File: src/hdl/hed_pkg.sv
// shared types, entity tables and constants for the character reference decoder
package hed_pkg;

    localparam int SCAN_WINDOW = 12;
    localparam int NUM_NAMED   = 29;
    localparam int KEY_CHARS_MAX = 6;

    localparam logic [7:0] CH_AMP   = 8'h26;
    localparam logic [7:0] CH_SEMI  = 8'h3B;
    localparam logic [7:0] CH_HASH  = 8'h23;
    localparam logic [7:0] CH_LOW_X = 8'h78;
    localparam logic [7:0] CH_UP_X  = 8'h58;

    localparam logic [31:0] CP_MAX      = 32'h0010_FFFF;
    localparam logic [31:0] CP_SURR_LO  = 32'h0000_D800;
    localparam logic [31:0] CP_SURR_HI  = 32'h0000_DFFF;
    localparam logic [31:0] CP_ONE_MAX  = 32'h0000_0080;
    localparam logic [31:0] CP_TWO_MAX  = 32'h0000_0800;
    localparam logic [31:0] CP_THREE_MAX = 32'h0001_0000;

    // input beat as it travels through the queue
    typedef struct packed {
        logic [7:0] data;
        logic       last;
    } hed_item_t;

    typedef enum logic [1:0] {
        ST_IDLE,
        ST_RUN,
        ST_REP,
        ST_FLUSH
    } hed_state_t;

    // entity names, first character in the low byte
    localparam logic [63:0] KEY_CHARS [NUM_NAMED] = '{
        64'("pma"),    64'("tl"),     64'("tg"),     64'("touq"),   64'("sopa"),
        64'("psbn"),   64'("hsadn"),  64'("hsadm"),  64'("ouqsl"),  64'("ouqsr"),
        64'("ouqdl"),  64'("ouqdr"),  64'("llub"),   64'("pilleh"), 64'("ypoc"),
        64'("ger"),    64'("edart"),  64'("ouqal"),  64'("ouqar"),  64'("ged"),
        64'("nmsulp"), 64'("orcim"),  64'("arap"),   64'("toddim"), 64'("21carf"),
        64'("41carf"), 64'("43carf"), 64'("semit"),  64'("edivid")
    };

    localparam logic [2:0] KEY_LEN [NUM_NAMED] = '{
        3'd3, 3'd2, 3'd2, 3'd4, 3'd4, 3'd4, 3'd5, 3'd5, 3'd5, 3'd5,
        3'd5, 3'd5, 3'd4, 3'd6, 3'd4, 3'd3, 3'd5, 3'd5, 3'd5, 3'd3,
        3'd6, 3'd5, 3'd4, 3'd6, 3'd6, 3'd6, 3'd6, 3'd5, 3'd6
    };

    // replacement text, first byte in the low byte
    localparam logic [31:0] SUB_CHARS [NUM_NAMED] = '{
        32'("&"),    32'("<"),    32'(">"),    32'("\""),   32'("'"),
        32'(" "),    32'("-"),    32'("--"),   32'("'"),    32'("'"),
        32'("\""),   32'("\""),   32'("*"),    32'("..."),  32'(")c("),
        32'(")R("),  32'(")MT("), 32'("<<"),   32'(">>"),   32'("ged"),
        32'("-/+"),  32'("u"),    32'("P"),    32'("."),    32'("2/1"),
        32'("4/1"),  32'("4/3"),  32'("x"),    32'("/")
    };

    localparam logic [2:0] SUB_LEN [NUM_NAMED] = '{
        3'd1, 3'd1, 3'd1, 3'd1, 3'd1, 3'd1, 3'd1, 3'd2, 3'd1, 3'd1,
        3'd1, 3'd1, 3'd1, 3'd3, 3'd3, 3'd3, 3'd4, 3'd2, 3'd2, 3'd3,
        3'd3, 3'd1, 3'd1, 3'd1, 3'd3, 3'd3, 3'd3, 3'd1, 3'd1
    };

endpackage

File: src/hdl/hed_front.sv
// input queue: accepts beats and hands them to the decode engine
module hed_front
(
    input  logic               clk,
    input  logic               rst_n,
    input  logic               in_valid,
    output logic               in_ready,
    input  hed_pkg::hed_item_t in_item,
    output logic               q_valid,
    input  logic               q_pop,
    output hed_pkg::hed_item_t q_item
);

    hed_pkg::hed_item_t slot_reg [2];
    logic       wr_ptr_reg, wr_ptr_next;
    logic       rd_ptr_reg, rd_ptr_next;
    logic [1:0] count_reg, count_next;
    logic       push;
    logic       pop;

    assign in_ready = (count_reg != 2'd2);
    assign q_valid  = (count_reg != 2'd0);
    assign q_item   = slot_reg[rd_ptr_reg];
    assign push     = in_valid && in_ready;
    assign pop      = q_pop && q_valid;

    always_comb
    begin
        wr_ptr_next = push ? ~wr_ptr_reg : wr_ptr_reg;
        rd_ptr_next = pop ? ~rd_ptr_reg : rd_ptr_reg;
        count_next  = count_reg;
        if (push && !pop)
        begin
            count_next = count_reg + 2'd1;
        end
        else if (pop && !push)
        begin
            count_next = count_reg - 2'd1;
        end
    end

    always_ff @(posedge clk or negedge rst_n)
    begin
        if (!rst_n)
        begin
            wr_ptr_reg <= 1'b0;
            rd_ptr_reg <= 1'b0;
            count_reg  <= 2'd0;
        end
        else
        begin
            wr_ptr_reg <= wr_ptr_next;
            rd_ptr_reg <= rd_ptr_next;
            count_reg  <= count_next;
        end
    end

    always_ff @(posedge clk)
    begin
        if (push)
        begin
            slot_reg[wr_ptr_reg] <= in_item;
        end
    end

endmodule

File: src/hdl/hed_back.sv
// decode engine: hold buffer, reference matching, replay and output stage
module hed_back
(
    input  logic               clk,
    input  logic               rst_n,
    input  logic               q_valid,
    output logic               q_pop,
    input  hed_pkg::hed_item_t q_item,
    output logic               out_valid,
    input  logic               out_ready,
    output logic [7:0]         out_byte,
    output logic               run_last,
    output logic               text_end
);

    hed_pkg::hed_state_t state_reg, state_next;

    // held bytes followed by bytes waiting for replay, circular
    logic [7:0] bank_reg [16];
    logic [3:0] head_reg, head_next;
    logic [3:0] fill_reg, fill_next;
    logic [3:0] held_reg, held_next;
    logic       last_reg, last_next;

    logic [31:0] rep_reg, rep_next;
    logic [2:0]  rep_n_reg, rep_n_next;
    logic [1:0]  rep_idx_reg, rep_idx_next;

    logic                           num_reg, num_next;
    logic                           hex_reg, hex_next;
    logic                           stop_reg, stop_next;
    logic [31:0]                    cp_reg, cp_next;
    logic [hed_pkg::NUM_NAMED-1:0]  mask_reg, mask_next;

    logic       pend_valid_reg, pend_valid_next;
    logic [7:0] pend_byte_reg, pend_byte_next;
    logic       out_valid_reg, out_valid_next;
    logic [7:0] out_byte_reg, out_byte_next;
    logic       out_last_reg, out_last_next;
    logic       out_end_reg, out_end_next;

    logic       out_free;
    logic [3:0] rd_idx;
    logic [7:0] cur;
    logic       wr_en;
    logic [3:0] wr_idx;
    logic       emit_en;
    logic [7:0] emit_byte;
    logic       finish_en;

    logic [3:0]  name_len;
    logic [3:0]  pos;
    logic        ok;
    logic [31:0] ok_rep;
    logic [2:0]  ok_n;
    logic        is_dec;
    logic        is_hex_digit;
    logic [3:0]  digit;
    logic [2:0]  pos_lo;

    assign out_valid = out_valid_reg;
    assign out_byte  = out_byte_reg;
    assign run_last  = out_last_reg;
    assign text_end  = out_end_reg;

    assign out_free = !out_valid_reg || out_ready;
    assign rd_idx   = (state_reg == hed_pkg::ST_FLUSH) ? head_reg : head_reg + held_reg;
    assign cur      = bank_reg[rd_idx];
    assign wr_idx   = head_reg + fill_reg;
    assign name_len = held_reg - 4'd1;
    assign pos      = held_reg - 4'd1;
    assign pos_lo   = pos[2:0];

    // digit classification of the byte under the cursor
    always_comb
    begin
        is_dec       = (cur >= 8'h30) && (cur <= 8'h39);
        is_hex_digit = 1'b1;
        digit        = 4'd0;
        if (is_dec)
        begin
            digit = cur[3:0];
        end
        else if ((cur >= 8'h61) && (cur <= 8'h66))
        begin
            digit = cur[3:0] + 4'd9;
        end
        else if ((cur >= 8'h41) && (cur <= 8'h46))
        begin
            digit = cur[3:0] + 4'd9;
        end
        else
        begin
            is_hex_digit = 1'b0;
        end
    end

    // outcome of a closing semicolon
    always_comb
    begin
        ok     = 1'b0;
        ok_rep = 32'd0;
        ok_n   = 3'd0;
        if (num_reg)
        begin
            if ((cp_reg != 32'd0) && (cp_reg <= hed_pkg::CP_MAX))
            begin
                if (cp_reg < hed_pkg::CP_ONE_MAX)
                begin
                    ok     = 1'b1;
                    ok_n   = 3'd1;
                    ok_rep = {24'd0, cp_reg[7:0]};
                end
                else if (cp_reg < hed_pkg::CP_TWO_MAX)
                begin
                    ok     = 1'b1;
                    ok_n   = 3'd2;
                    ok_rep = {16'd0, 2'b10, cp_reg[5:0], 3'b110, cp_reg[10:6]};
                end
                else if (cp_reg < hed_pkg::CP_THREE_MAX)
                begin
                    ok     = !((cp_reg >= hed_pkg::CP_SURR_LO) &&
                               (cp_reg <= hed_pkg::CP_SURR_HI));
                    ok_n   = 3'd3;
                    ok_rep = {8'd0, 2'b10, cp_reg[5:0], 2'b10, cp_reg[11:6],
                              4'b1110, cp_reg[15:12]};
                end
                else
                begin
                    ok     = 1'b1;
                    ok_n   = 3'd4;
                    ok_rep = {2'b10, cp_reg[5:0], 2'b10, cp_reg[11:6],
                              2'b10, cp_reg[17:12], 5'b11110, cp_reg[20:18]};
                end
            end
        end
        else
        begin
            for (int i = 0; i < hed_pkg::NUM_NAMED; i++)
            begin
                if (mask_reg[i] && ({1'b0, hed_pkg::KEY_LEN[i]} == name_len))
                begin
                    ok     = 1'b1;
                    ok_rep = hed_pkg::SUB_CHARS[i];
                    ok_n   = hed_pkg::SUB_LEN[i];
                end
            end
        end
    end

    always_comb
    begin
        state_next   = state_reg;
        head_next    = head_reg;
        fill_next    = fill_reg;
        held_next    = held_reg;
        last_next    = last_reg;
        rep_next     = rep_reg;
        rep_n_next   = rep_n_reg;
        rep_idx_next = rep_idx_reg;
        num_next     = num_reg;
        hex_next     = hex_reg;
        stop_next    = stop_reg;
        cp_next      = cp_reg;
        mask_next    = mask_reg;
        q_pop        = 1'b0;
        wr_en        = 1'b0;
        emit_en      = 1'b0;
        emit_byte    = cur;
        finish_en    = 1'b0;

        unique case (state_reg)
            hed_pkg::ST_IDLE:
            begin
                if (q_valid && out_free)
                begin
                    q_pop      = 1'b1;
                    wr_en      = 1'b1;
                    fill_next  = fill_reg + 4'd1;
                    last_next  = q_item.last;
                    state_next = hed_pkg::ST_RUN;
                end
            end
            hed_pkg::ST_RUN:
            begin
                if (out_free)
                begin
                    if (held_reg == fill_reg)
                    begin
                        if (last_reg && (held_reg != 4'd0))
                        begin
                            state_next = hed_pkg::ST_FLUSH;
                        end
                        else
                        begin
                            finish_en  = 1'b1;
                            state_next = hed_pkg::ST_IDLE;
                        end
                    end
                    else if (held_reg == 4'd0)
                    begin
                        if (cur == hed_pkg::CH_AMP)
                        begin
                            held_next = 4'd1;
                            num_next  = 1'b0;
                            hex_next  = 1'b0;
                            stop_next = 1'b0;
                            cp_next   = 32'd0;
                            mask_next = '1;
                        end
                        else
                        begin
                            emit_en   = 1'b1;
                            head_next = head_reg + 4'd1;
                            fill_next = fill_reg - 4'd1;
                        end
                    end
                    else if ((cur == hed_pkg::CH_SEMI) && ok)
                    begin
                        rep_next     = ok_rep;
                        rep_n_next   = ok_n;
                        rep_idx_next = 2'd0;
                        head_next    = head_reg + held_reg + 4'd1;
                        fill_next    = fill_reg - held_reg - 4'd1;
                        held_next    = 4'd0;
                        state_next   = hed_pkg::ST_REP;
                    end
                    else if ((cur == hed_pkg::CH_SEMI) ||
                             (held_reg >= 4'(hed_pkg::SCAN_WINDOW)))
                    begin
                        // give up: literal ampersand, replay the rest
                        emit_en   = 1'b1;
                        emit_byte = hed_pkg::CH_AMP;
                        head_next = head_reg + 4'd1;
                        fill_next = fill_reg - 4'd1;
                        held_next = 4'd0;
                    end
                    else
                    begin
                        held_next = held_reg + 4'd1;
                        for (int i = 0; i < hed_pkg::NUM_NAMED; i++)
                        begin
                            mask_next[i] = mask_reg[i] &&
                                (pos < 4'(hed_pkg::KEY_CHARS_MAX)) &&
                                (hed_pkg::KEY_CHARS[i][{pos_lo, 3'b000} +: 8] == cur);
                        end
                        if (pos == 4'd0)
                        begin
                            num_next = (cur == hed_pkg::CH_HASH);
                        end
                        else if (num_reg && !stop_reg)
                        begin
                            if ((pos == 4'd1) &&
                                ((cur == hed_pkg::CH_LOW_X) || (cur == hed_pkg::CH_UP_X)))
                            begin
                                hex_next = 1'b1;
                            end
                            else if (hex_reg)
                            begin
                                if (is_hex_digit)
                                begin
                                    cp_next = {cp_reg[27:0], digit};
                                end
                                else
                                begin
                                    stop_next = 1'b1;
                                end
                            end
                            else
                            begin
                                if (is_dec)
                                begin
                                    cp_next = {cp_reg[28:0], 3'b000} + {cp_reg[30:0], 1'b0}
                                              + {28'd0, digit};
                                end
                                else
                                begin
                                    stop_next = 1'b1;
                                end
                            end
                        end
                    end
                end
            end
            hed_pkg::ST_REP:
            begin
                if (out_free)
                begin
                    emit_en   = 1'b1;
                    emit_byte = rep_reg[{rep_idx_reg, 3'b000} +: 8];
                    if ({1'b0, rep_idx_reg} == rep_n_reg - 3'd1)
                    begin
                        state_next = hed_pkg::ST_RUN;
                    end
                    else
                    begin
                        rep_idx_next = rep_idx_reg + 2'd1;
                    end
                end
            end
            hed_pkg::ST_FLUSH:
            begin
                if (out_free)
                begin
                    emit_en   = 1'b1;
                    head_next = head_reg + 4'd1;
                    fill_next = fill_reg - 4'd1;
                    held_next = held_reg - 4'd1;
                    if (held_reg == 4'd1)
                    begin
                        state_next = hed_pkg::ST_RUN;
                    end
                end
            end
            default:
            begin
                state_next = hed_pkg::ST_IDLE;
            end
        endcase
    end

    // one byte held back so the last one of a run can be marked
    always_comb
    begin
        pend_valid_next = pend_valid_reg;
        pend_byte_next  = pend_byte_reg;
        out_valid_next  = out_valid_reg && !out_ready;
        out_byte_next   = out_byte_reg;
        out_last_next   = out_last_reg;
        out_end_next    = out_end_reg;
        if (finish_en)
        begin
            if (pend_valid_reg)
            begin
                out_valid_next  = 1'b1;
                out_byte_next   = pend_byte_reg;
                out_last_next   = 1'b1;
                out_end_next    = last_reg;
                pend_valid_next = 1'b0;
            end
        end
        else if (emit_en)
        begin
            if (pend_valid_reg)
            begin
                out_valid_next = 1'b1;
                out_byte_next  = pend_byte_reg;
                out_last_next  = 1'b0;
                out_end_next   = 1'b0;
            end
            pend_valid_next = 1'b1;
            pend_byte_next  = emit_byte;
        end
    end

    always_ff @(posedge clk or negedge rst_n)
    begin
        if (!rst_n)
        begin
            state_reg      <= hed_pkg::ST_IDLE;
            head_reg       <= 4'd0;
            fill_reg       <= 4'd0;
            held_reg       <= 4'd0;
            last_reg       <= 1'b0;
            rep_n_reg      <= 3'd0;
            rep_idx_reg    <= 2'd0;
            pend_valid_reg <= 1'b0;
            out_valid_reg  <= 1'b0;
        end
        else
        begin
            state_reg      <= state_next;
            head_reg       <= head_next;
            fill_reg       <= fill_next;
            held_reg       <= held_next;
            last_reg       <= last_next;
            rep_n_reg      <= rep_n_next;
            rep_idx_reg    <= rep_idx_next;
            pend_valid_reg <= pend_valid_next;
            out_valid_reg  <= out_valid_next;
        end
    end

    always_ff @(posedge clk)
    begin
        rep_reg       <= rep_next;
        num_reg       <= num_next;
        hex_reg       <= hex_next;
        stop_reg      <= stop_next;
        cp_reg        <= cp_next;
        mask_reg      <= mask_next;
        pend_byte_reg <= pend_byte_next;
        out_byte_reg  <= out_byte_next;
        out_last_reg  <= out_last_next;
        out_end_reg   <= out_end_next;
        if (wr_en)
        begin
            bank_reg[wr_idx] <= q_item.data;
        end
    end

endmodule

File: src/hdl/html_entity_decoder.sv
// top level of the streaming character reference decoder
//
// input channel: in_valid/in_ready carry one text byte per beat in in_byte,
// with text_last high on the final byte of a text
// output channel: out_valid/out_ready carry one decoded byte per beat;
// run_last marks the last byte caused by an input beat, text_end the last
// byte of a whole text; a beat that only extends a held reference gives none
// an ampersand opens a held run of up to 12 bytes; a closing semicolon
// resolves a named or numeric reference, otherwise the ampersand goes out
// literally and the held bytes are scanned again
// a two-beat input queue feeds the decode engine, so new bytes are taken
// while the engine works or the output waits
// the engine takes an ordinary byte through fetch, scan and close, and takes
// a step for each byte emitted or replayed; it scans one byte per cycle
// through its hold buffer while the output is free, which sets the rate;
// bytes pass the queue, hold buffer, held-back byte and output register
// reset clears the queue, hold buffer and output stage, with no held run
// when the receiver stalls, the output register holds its beat, the engine
// waits and the input queue fills and then drops in_ready
module html_entity_decoder
(
    input  logic       clk,
    input  logic       rst_n,
    input  logic       in_valid,
    output logic       in_ready,
    input  logic [7:0] in_byte,
    input  logic       text_last,
    output logic       out_valid,
    input  logic       out_ready,
    output logic [7:0] out_byte,
    output logic       run_last,
    output logic       text_end
);

    hed_pkg::hed_item_t in_item;
    hed_pkg::hed_item_t q_item;
    logic               q_valid;
    logic               q_pop;

    assign in_item.data = in_byte;
    assign in_item.last = text_last;

    // front: input beat queue
    hed_front u_front
    (
        .clk      (clk),
        .rst_n    (rst_n),
        .in_valid (in_valid),
        .in_ready (in_ready),
        .in_item  (in_item),
        .q_valid  (q_valid),
        .q_pop    (q_pop),
        .q_item   (q_item)
    );

    // back: scan, match, replay and output register
    hed_back u_back
    (
        .clk       (clk),
        .rst_n     (rst_n),
        .q_valid   (q_valid),
        .q_pop     (q_pop),
        .q_item    (q_item),
        .out_valid (out_valid),
        .out_ready (out_ready),
        .out_byte  (out_byte),
        .run_last  (run_last),
        .text_end  (text_end)
    );

endmodule
File: config.mk
export PLATFORM = sky130hd
export DESIGN_NAME = html_entity_decoder
export DESIGN_NICKNAME = d
export VERILOG_FILES = /design/src/hdl/hed_pkg.sv /design/src/hdl/hed_front.sv /design/src/hdl/hed_back.sv /design/src/hdl/html_entity_decoder.sv
export SDC_FILE = /design/constraint.sdc
export NUM_CORES = 1
export LEC_CHECK = 0
export BUFFER_PORTS_ARGS = -buffer_cell sky130_fd_sc_hd__buf_2
export CAP_MARGIN = 5
export CORE_MARGIN = 2
export CORE_UTILIZATION = 50
export DETAILED_ROUTE_END_ITERATION = 6
export PLACE_DENSITY = 0.78
export SLEW_MARGIN = 5
export SYNTH_ARGS = -nofsm -noshare
export SYNTH_HDL_FRONTEND = slang
export SYNTH_SLANG_ARGS = --single-unit
export TNS_END_PERCENT = 20
File: constraint.sdc
create_clock -name clk -period 7.9 [get_ports clk]
set_clock_uncertainty 0.2 [all_clocks]
set_input_delay 1.185 -clock clk [delete_from_list [all_inputs] [get_ports clk]]
set_output_delay 1.185 -clock clk [all_outputs]
set_load 0.02 [all_outputs]
Word level (Yosys, flattened, before mapping)
Memories as Yosys holds them, arrays and structs flattened.
Cells that the tools add are included.
- bits in registers: 140
- bits in writable memories: 146
- input port bits: 13
- output and inout port bits: 12
- word-level logic and storage cells: 528
- memories: 2
- memories (memory ; words ; width ; read ports ; clocked after Yosys merged registers in ; wr ports ; RTL line ; RTL):
    u_back.bank_reg ; 16 ; 8 ; 1 ; 0 ; 1 ; hed_back.sv:19 ; logic [7:0] bank_reg [16];
    u_front.slot_reg ; 2 ; 9 ; 1 ; 0 ; 1 ; hed_front.sv:14 ; hed_pkg::hed_item_t slot_reg [2];
- add/sub/neg operators: 17
- magnitude comparators: 14
- equal/unequal tests: 70
- shift-type cells: 30
- muxes and demuxes: 227
- bitwise gates (word level): 5
- reduce and logical (&&, ||, !) cells: 141
- operators with widths (operator ; number):
    $shiftx 64x7->8 const A ; 29
    $mux 32 ; 15
    $mux 30 ; 13
    $eq 8x8->1 ; 29
    $mux 29 ; 4
    $mux 4 ; 26
    $logic_and 1x1->1 ; 102
    $mux 1 ; 92
    $mux 14 ; 6
    $mux 8 ; 9
    $mux 22 ; 3
    $mux 2 ; 27
    $mux 3 ; 18
    $mux 6 ; 7
    $add 32x32->32 ; 1
    $add 32x4->32 ; 1
    $ge 32x16->1 const B ; 1
    $le 32x16->1 const B ; 1
    $le 32x21->1 const B ; 1
    $lt 32x12->1 const B ; 1
    $lt 32x17->1 const B ; 1
    $lt 32x8->1 const B ; 1
    $reduce_bool 32->1 ; 1
    $shiftx 32x6->8 ; 1
    other kinds (51) ; 114

Depth between registers and ports, before layout
Gate-level depths: netlist (run 1).
- depth after elaboration: 41
- depth in mapped cells: 30
- depth with buffers taken out: 27

Modules after synthesis
Synthesis (run 1) repeated with hierarchy kept, for this count alone.
- cell total of the unflattened synthesis: 1790
- area, all modules: 18464.0 µm²
- by module, submodules not included (module ; instances ; cells each ; area an instance (µm²) ; seq. area each (µm²)):
    hed_back ; 1 ; 1744 ; 17603.1 ; 7787.5
    hed_front ; 1 ; 46 ; 860.8 ; 640.6

Worst setup path before layout (run 1)
No wires, ideal clock.
- kind: register to register
- start point: register u_back.held_reg[1]
- end point: register u_back.cp_reg[30], data pin
- setup time: 0.265 ns
- data arrival time: 7.683 ns
- required time: 7.435 ns
- setup slack: -0.249 ns
- cell stages (with the launch flop): 29
- buffers on the path: 4
- clock period less this slack: 8.149 ns
- cell sequence: dfrtp_1 -> inv_1 -> fa_1 -> o21ai_0 -> buf_2 -> buf_2 -> clkbuf_1 -> mux4_2 -> mux2i_1 -> mux2_2 -> buf_1 -> ha_1 -> mux2i_1 -> a211oi_1 -> or2_2 -> nand2_1 -> fa_1 -> inv_1 -> fa_1 -> a21oi_1 -> o21bai_1 -> a2111oi_0 -> o311a_1 -> nor3b_1 -> a311o_1 -> a221o_1 -> nand2b_1 -> a2111oi_0 -> or3_1
- longest elaborated chain between the ends: 17
- elaborated cells between the ends (all ways): 26
- classes of those cells: add/sub: 3; order compare: 6; mux: 12; reduce/logical: 4; memory: 1
- ends and longest elaborated chain (what ; RTL line ; RTL):
    start: declaration ; hed_back.sv:22 ; logic [3:0] held_reg, held_next;
    start signal: assignment ; hed_back.sv:375 ; held_reg <= held_next;
    $add 4x4->4 ; hed_back.sv:67 ; assign rd_idx = (state_reg == hed_pkg::ST_FLUSH) ? head_reg : head_reg + held_reg;
    $mux 4 ; hed_back.sv:67 ;
    $mem_v2 16x8 ; - ;
    $ge 8x7->1 / $le 8x7->1 (equally long branches) ; hed_back.sv:88 ; else if ((cur >= 8'h41) && (cur <= 8'h46))
    $logic_and 1x1->1 ; hed_back.sv:88 ;
    $mux 4 ; hed_back.sv:88 ;
    $mux 4 ; hed_back.sv:84 ; else if ((cur >= 8'h61) && (cur <= 8'h66))
    $mux 4 ; hed_back.sv:80 ; if (is_dec)
    $add 32x4->32 ; hed_back.sv:274 ; + {28'd0, digit};
    $mux 32 ; hed_back.sv:271 ; if (is_dec)
    $mux 32 ; hed_back.sv:258 ; else if (hex_reg)
    $mux 32 ; hed_back.sv:253 ; if ((pos == 4'd1) &&
    $mux 32 ; hed_back.sv:251 ; else if (num_reg && !stop_reg)
    $mux 32 ; hed_back.sv:247 ; if (pos == 4'd0)
    $mux 32 ; hed_back.sv:228 ; else if ((cur == hed_pkg::CH_SEMI) ||
    $mux 32 ; hed_back.sv:218 ; else if ((cur == hed_pkg::CH_SEMI) && ok)
    $mux 32 (*) ; hed_back.sv:200 ; else if (held_reg == 4'd0)
    end signal: assignment ; hed_back.sv:390 ; cp_reg <= cp_next;
    end: declaration ; hed_back.sv:32 ; logic [31:0] cp_reg, cp_next;
Mark *: on every way between the ends. The rest lies on a longest branch, timed or not. The select of a mux whose other input is x is not followed.
A chain may end at the register's enable or synchronous reset.

Worst setup path in the final report (run 1)
- start point: register u_back.head_reg[0]
- end point: register u_back.cp_reg[30], data pin
- longest elaborated chain between the ends: 17
- elaborated cells between the ends (all ways): 25
- classes of those cells: add/sub: 3; order compare: 6; mux: 12; reduce/logical: 3; memory: 1
- ends and longest elaborated chain (what ; RTL line ; RTL):
    start: declaration ; hed_back.sv:20 ; logic [3:0] head_reg, head_next;
    start signal: assignment ; hed_back.sv:373 ; head_reg <= head_next;
    $add 4x4->4 ; hed_back.sv:67 ;
    $mux 4 (*) ; hed_back.sv:67 ;
    $mem_v2 16x8 (*) ; - ;
    $ge 8x7->1 / $le 8x7->1 (equally long branches) ; hed_back.sv:88 ;
    $logic_and 1x1->1 ; hed_back.sv:88 ;
    $mux 4 ; hed_back.sv:88 ;
    $mux 4 ; hed_back.sv:84 ;
    $mux 4 (*) ; hed_back.sv:80 ;
    $add 32x4->32 (*) ; hed_back.sv:274 ;
    $mux 32 (*) ; hed_back.sv:271 ;
    $mux 32 (*) ; hed_back.sv:258 ;
    $mux 32 (*) ; hed_back.sv:253 ;
    $mux 32 (*) ; hed_back.sv:251 ;
    $mux 32 (*) ; hed_back.sv:247 ;
    $mux 32 (*) ; hed_back.sv:228 ;
    $mux 32 (*) ; hed_back.sv:218 ;
    $mux 32 (*) ; hed_back.sv:200 ;
Marks and branches as above.

==> results of run 1 <==
path summary, 6_finish.rpt:
check / startpoint / end / cells after the start / slack [ns]
max: u_back.head_reg[0] / u_back.cp_reg[30] / 25 / 0.31
min: u_back.pend_byte_reg[4] / u_back.out_byte[4] / 0 / 0.22
max reg2reg: u_back.head_reg[0] / u_back.cp_reg[30] / 25 / 0.31
min reg2reg: u_back.pend_byte_reg[4] / u_back.out_byte[4] / 0 / 0.22
max in group asynchronous: rst_n / u_back.head_reg[0] / 1 / 6.51
min in group asynchronous: rst_n / u_back.fill_reg[2] / 1 / 0.46
cell usage after synthesis (all sizes together), types with 40 or more instances:
library cell | n | area share
a21oi | 98 | 0.027
clkbuf | 53 | 0.011
edfxtp | 259 | 0.43
ha | 91 | 0.063
inv | 47 | 0.0097
mux2i | 50 | 0.029
nand2 | 121 | 0.025
nand3 | 48 | 0.013
nor2 | 161 | 0.033
nor3 | 40 | 0.011
o21ai | 92 | 0.025
xnor2 | 86 | 0.042
through the flow:
step	hold slack, ns	TNS [ns]	area [um^2]	util	setup WS, ns
6_report	0.219	0	20000	0.561	0.311
5_1_grt	0.239	-0.0624	20000	0.561	-0.0624
4_1_cts	0.219	0	20000	0.560	0.103
3_5_place_dp	0.205	0	18900	0.529	0.0104
3_3_place_gp	0.206	0	18900	0.529	0.215
2_1_floorplan	0.200	0	18100	-	0.0312
worst max-delay path, stage by stage (launching register included):
cell	delay, ns
sky130_fd_sc_hd__dfrtp_2	0.46
sky130_fd_sc_hd__ha_1	0.23
sky130_fd_sc_hd__inv_1	0.08
sky130_fd_sc_hd__fa_1	0.48
sky130_fd_sc_hd__o21ai_4	0.18
sky130_fd_sc_hd__buf_12	0.25
sky130_fd_sc_hd__mux4_2	0.36
sky130_fd_sc_hd__or4b_1	0.54
sky130_fd_sc_hd__a211oi_2	0.33
sky130_fd_sc_hd__nor2_1	0.12
sky130_fd_sc_hd__a21oi_2	0.30
sky130_fd_sc_hd__or2_2	0.19
sky130_fd_sc_hd__nand2_1	0.07
sky130_fd_sc_hd__fa_1	0.49
sky130_fd_sc_hd__inv_1	0.08
sky130_fd_sc_hd__fa_1	0.47
sky130_fd_sc_hd__a21oi_1	0.17
sky130_fd_sc_hd__o21bai_1	0.17
sky130_fd_sc_hd__a2111oi_4	0.47
sky130_fd_sc_hd__o311a_1	0.21
sky130_fd_sc_hd__nor3b_1	0.09
sky130_fd_sc_hd__a311o_1	0.43
sky130_fd_sc_hd__a221o_1	0.37
sky130_fd_sc_hd__nand2b_1	0.09
sky130_fd_sc_hd__a2111oi_0	0.09
sky130_fd_sc_hd__or3_1	0.37
metal layers:
| metal | track usage | wire [um] |
|---|---|---|
| met4 | 0.0880 | 1470 |
| met5 | 0 | 0 |
| met3 | 0.0420 | 5010 |
| met2 | 0.411 | 22600 |
| met1 | 0.369 | 20400 |
final cells by class:
cell class / count / area (um^2) / share of cell area
Multi-Input combinational cell: 1249 / 9250 / 0.462
Sequential cell: 285 / 8430 / 0.421
Clock buffer: 32 / 779 / 0.0390
Tap cell: 461 / 577 / 0.0288
Timing Repair Buffer: 70 / 490 / 0.0245
Clock inverter: 26 / 294 / 0.0147
Inverter: 49 / 184 / 0.00920
cells by family after synthesis:
family,share of synthesized area
buffers and inverters,0.0300
muxes,0.0863
adders and majority gates,0.0683
AOI/OAI and AO/OA,0.159
DFF,0.465
and+or+nand+nor,0.140
xor gates and xnor gates,0.0522
timing repair:
| item | CTS | global route |
|---|---|---|
| gates cloned | 0 | 0 |
| resized for setup | 1 | 7 |
| endpoints found under the setup margin | 1 | 6 |
| pin swaps | 0 | 2 |
| buffers inserted | 0 | 2 |
==> results.json, run 1 <==
{
  "violated_checks": "DRC",
  "drtAntennaViolNets": 0,
  "clock-root-buffer": "sky130_fd_sc_hd__clkbuf_16",
  "totalWireLength_um": 49400,
  "share_of_layout_cells_above_drive_strength_1": 0.129,
  "timing.slew.headroom": 0.362,
  "timing.critical_path.from_type": "flop",
  "drv.max_cap_violation_count": 0,
  "fp.dieH_um": 194,
  "max_clock_freq_mhz": 132,
  "largest_register_ffs": 128,
  "finalSetupViolCount": 0,
  "critical_path.max_fanout": 47,
  "fill_cells": 2923,
  "syn_area_per_cell_um2": 10.9,
  "endpoint_kind": "flop",
  "layout_commonest_cell": "sky130_fd_sc_hd__edfxtp_1",
  "drt-vias-per-instance": 6.61,
  "port_buffers": 24,
  "synth-seq-area-share": 0.465,
  "place_hpwl_um": 35600,
  "dp.cells": 2112,
  "setup.worst_path.class": "flop to flop",
  "edff_count_synth": 259,
  "grt_total_usage": 0.261,
  "timing.final.hold_violations": 0,
  "htreeDepth": 1,
  "drc": 2,
  "tritoncts_clock_tree": "yes",
  "antenna_found_initial": 0,
  "grt_pass1_vias": 13638,
  "floorplan.die.width_um": 194,
  "gp_routability_congestion": 0.949,
  "grt_start_max_net_pins": 53,
  "synthesized_instance_count": 1668,
  "ctsHoldBuffers": 0,
  "initial_core_util": 0.508,
  "clkSinkCount": 285,
  "first_pass_grt_wire_length_um": 77800,
  "detailedRoute.firstPassIterationCount": 7,
  "top_level_ports": 25,
  "number_of_nets_at_the_end_of_the_flow": 1795,
  "dr_total_vias": 14348,
  "ys_ff_latch": 285,
  "final-max-slew-violation-count": 0,
  "syn-num-nets": 1777,
  "antennaDiodeCount": 0,
  "post_layout_nonfiller_instances": 2172,
  "clkSlewWorstSetupHoldPaths_ns": 0.07,
  "cp_data_required_time_ns": 8.04,
  "ys.warnings.count": 0,
  "final_min_period_over_clock_period": 0.961,
  "synthesis.area_um2": 18100,
  "rows": 69,
  "grt-ovfl-total": 0,
  "clock_latency_ns": 0.59,
  "synth-async-reset-ratio": 0.0912,
  "wl_cell_um": 22.8,
  "worst-slew-pin-transition_ns": 0.956,
  "status": "finished, violations left",
  "arrival_ns": 7.73,
  "cts_buffers": 31,
  "design.core.area_um2": 35700,
  "cts_max_path_buffers": 3,
  "detailedRoute.firstIterationViolations": 1894,
  "hp-class": "flop to flop",
  "fp.dieArea_um2": 37800,
  "tmin_final_ns": 7.59,
  "area_delta_synth_final_pct": 10.3,
  "yosysUniqueCellTypes": 89,
  "layout_common_cells": "sky130_fd_sc_hd__edfxtp_1, sky130_fd_sc_hd__nor2_1, sky130_fd_sc_hd__nand2_1, sky130_fd_sc_hd__a21oi_1, sky130_fd_sc_hd__ha_1",
  "leading_register_cell_type_out_of_synthesis": "sky130_fd_sc_hd__edfxtp_1"
}
Power of run 1 is left out: the tool's default activity adds up to more than one toggle a clock period on the data nets, which glitch-free logic cannot reach.
==> run 2, diff against run 1 <==
--- a/config.mk
+++ b/config.mk
@@ -10,6 +10,7 @@
 export CORE_MARGIN = 2
 export CORE_UTILIZATION = 50
 export DETAILED_ROUTE_END_ITERATION = 6
+export MAX_ROUTING_LAYER = met4
 export PLACE_DENSITY = 0.78
 export SLEW_MARGIN = 5
 export SYNTH_ARGS = -nofsm -noshare
==> run 2 against run 1 <==
The flow still finishes with violations (DRC). Via count decreased by 1.5%. Global-route usage increased by 0.60 points. Cell count about the same. Critical endpoint unchanged. Largest cell class unchanged. Non-clock buffer count decreased by 3. First-iteration DRC count decreased by 18%. Critical path depth increased by 1.
==> results.json, run 2 (synthesis gave the netlist of run 1 again) <==
{
  "timing.critical_path.from_type": "flop",
  "arrival_ns": 7.65,
  "grt-ovfl-total": 0,
  "tmin_final_ns": 7.55,
  "area_delta_synth_final_pct": 9.78,
  "design.core.area_um2": 35700,
  "gp_routability_congestion": 0.971,
  "number_of_nets_at_the_end_of_the_flow": 1791,
  "hp-class": "flop to flop",
  "clock-root-buffer": "sky130_fd_sc_hd__clkbuf_16",
  "clock_latency_ns": 0.60,
  "finalSetupViolCount": 0,
  "grt_total_usage": 0.267,
  "top_level_ports": 25,
  "floorplan.die.width_um": 194,
  "violated_checks": "DRC",
  "port_buffers": 24,
  "setup.worst_path.class": "flop to flop",
  "grt_start_max_net_pins": 60,
  "drt-vias-per-instance": 6.52,
  "wl_cell_um": 22.8,
  "max_clock_freq_mhz": 132,
  "drc": 2,
  "share_of_layout_cells_above_drive_strength_1": 0.123,
  "status": "finished, violations left",
  "detailedRoute.firstIterationViolations": 1550,
  "initial_core_util": 0.508,
  "clkSlewWorstSetupHoldPaths_ns": 0.06,
  "grt_setup_unrepaired": "no",
  "drtAntennaViolNets": 0,
  "clkSinkCount": 285,
  "first_pass_grt_wire_length_um": 77000,
  "layout_common_cells": "sky130_fd_sc_hd__edfxtp_1, sky130_fd_sc_hd__nor2_1, sky130_fd_sc_hd__nand2_1, sky130_fd_sc_hd__a21oi_1, sky130_fd_sc_hd__ha_1",
  "rows": 69,
  "final_min_period_over_clock_period": 0.956,
  "worst-slew-pin-transition_ns": 1.05,
  "fp.dieH_um": 194,
  "endpoint_kind": "flop",
  "timing.final.hold_violations": 0,
  "htreeDepth": 1,
  "totalWireLength_um": 49500,
  "largest_register_ffs": 128,
  "tritoncts_clock_tree": "yes",
  "final-max-slew-violation-count": 0,
  "cp_data_required_time_ns": 8.00,
  "grt_pass1_vias": 13647,
  "detailedRoute.firstPassIterationCount": 7,
  "dr_total_vias": 14139,
  "cts_buffers": 30,
  "timing.slew.headroom": 0.291,
  "place_hpwl_um": 36300,
  "antenna_found_initial": 3,
  "cts_max_path_buffers": 3,
  "finalSetupTns_ns": 0,
  "critical_path.max_fanout": 47,
  "layout_commonest_cell": "sky130_fd_sc_hd__edfxtp_1",
  "ctsHoldBuffers": 0,
  "fp.dieArea_um2": 37800,
  "drv.max_cap_violation_count": 0
}
## run 2: cell types whose count changed in the layout (fill, tap and decap cells not counted), moves of 2 or more
| cell | previous run | this run |
|---|---|---|
| sky130_fd_sc_hd__diode_2 | 0 | 3 |
| sky130_fd_sc_hd__clkbuf_1 | 1 | 5 |
| sky130_fd_sc_hd__clkinv_4 | 5 | 1 |
| sky130_fd_sc_hd__buf_4 | 44 | 41 |
| sky130_fd_sc_hd__clkbuf_8 | 0 | 2 |
## run 2: area by class of cell
| class | instances | area, um^2 |
|---|---|---|
| well taps | 461 | 577 |
| diodes | 3 | 7.51 |
| clock buffers | 37 | 797 |
| inverters | 49 | 184 |
| clock inverters | 19 | 213 |
| fillers | 2945 | 15800 |
| repair buffers | 67 | 468 |
| flip-flops and latches | 285 | 8430 |
| multi-input cells | 1249 | 9230 |
## run 2: final timing paths
kind	start	to	slack (ns)	cells past startpoint
worst max-delay path	u_back.head_reg[0]	u_back.cp_reg[30]	0.35	26
max in group asynchronous	rst_n	u_back.rep_n_reg[1]	6.58	1
worst max register to register	u_back.head_reg[0]	u_back.cp_reg[30]	0.35	26
worst min-delay path	u_back.pend_byte_reg[2]	u_back.out_byte[2]	0.21	0
worst min register to register	u_back.pend_byte_reg[2]	u_back.out_byte[2]	0.21	0
min in group asynchronous	rst_n	u_back.fill_reg[2]	0.43	1
## run 2: critical path, cell delays in order, from the launching register on
cell                        delay (ns)
sky130_fd_sc_hd__dfrtp_2          0.47
sky130_fd_sc_hd__ha_1             0.24
sky130_fd_sc_hd__inv_1            0.08
sky130_fd_sc_hd__fa_1             0.48
sky130_fd_sc_hd__o21ai_4          0.18
sky130_fd_sc_hd__buf_12           0.26
sky130_fd_sc_hd__mux4_2           0.34
sky130_fd_sc_hd__mux2i_1          0.21
sky130_fd_sc_hd__mux2_2           0.31
sky130_fd_sc_hd__ha_1             0.20
sky130_fd_sc_hd__mux2i_1          0.09
sky130_fd_sc_hd__a211oi_2         0.44
sky130_fd_sc_hd__or2_2            0.20
sky130_fd_sc_hd__nand2_1          0.07
sky130_fd_sc_hd__fa_1             0.50
sky130_fd_sc_hd__inv_1            0.07
sky130_fd_sc_hd__fa_1             0.48
sky130_fd_sc_hd__a21oi_1          0.17
sky130_fd_sc_hd__o21bai_1         0.14
sky130_fd_sc_hd__a2111oi_2        0.42
sky130_fd_sc_hd__o311a_1          0.22
sky130_fd_sc_hd__nor3b_1          0.08
sky130_fd_sc_hd__a311o_1          0.44
sky130_fd_sc_hd__a221o_1          0.38
sky130_fd_sc_hd__nand2b_1         0.10
sky130_fd_sc_hd__a2111oi_0        0.08
sky130_fd_sc_hd__or3_1            0.38
## run 2: timing repair
| item | CTS | global route |
|---|---|---|
| gates resized for setup | 1 | 4 |
| setup buffers | 0 | 1 |
| pin swaps | 0 | 3 |
| endpoints found under the setup margin | 1 | 6 |
## run 2: layer usage
layer	global-route usage	wire (um)
met1	0.365	21000
met2	0.399	22100
met3	0.0590	5090
met4	0.0809	1300
met5	-	0
## run 2: stage by stage
step	instances	hold WS (ns)	util	cell area, um^2	setup slack, ns
after CTS	2166	0.196	0.557	19900	0.0986
after floorplan	1668	0.200	-	18100	0.0312
after detailed placement	2110	0.205	0.529	18900	0.0437
final	2170	0.206	0.558	19900	0.349
after global routing	2170	0.215	0.558	19900	0.0136
after global placement	2110	0.208	0.529	18900	0.223
Power of run 2 is left out for the same reason.
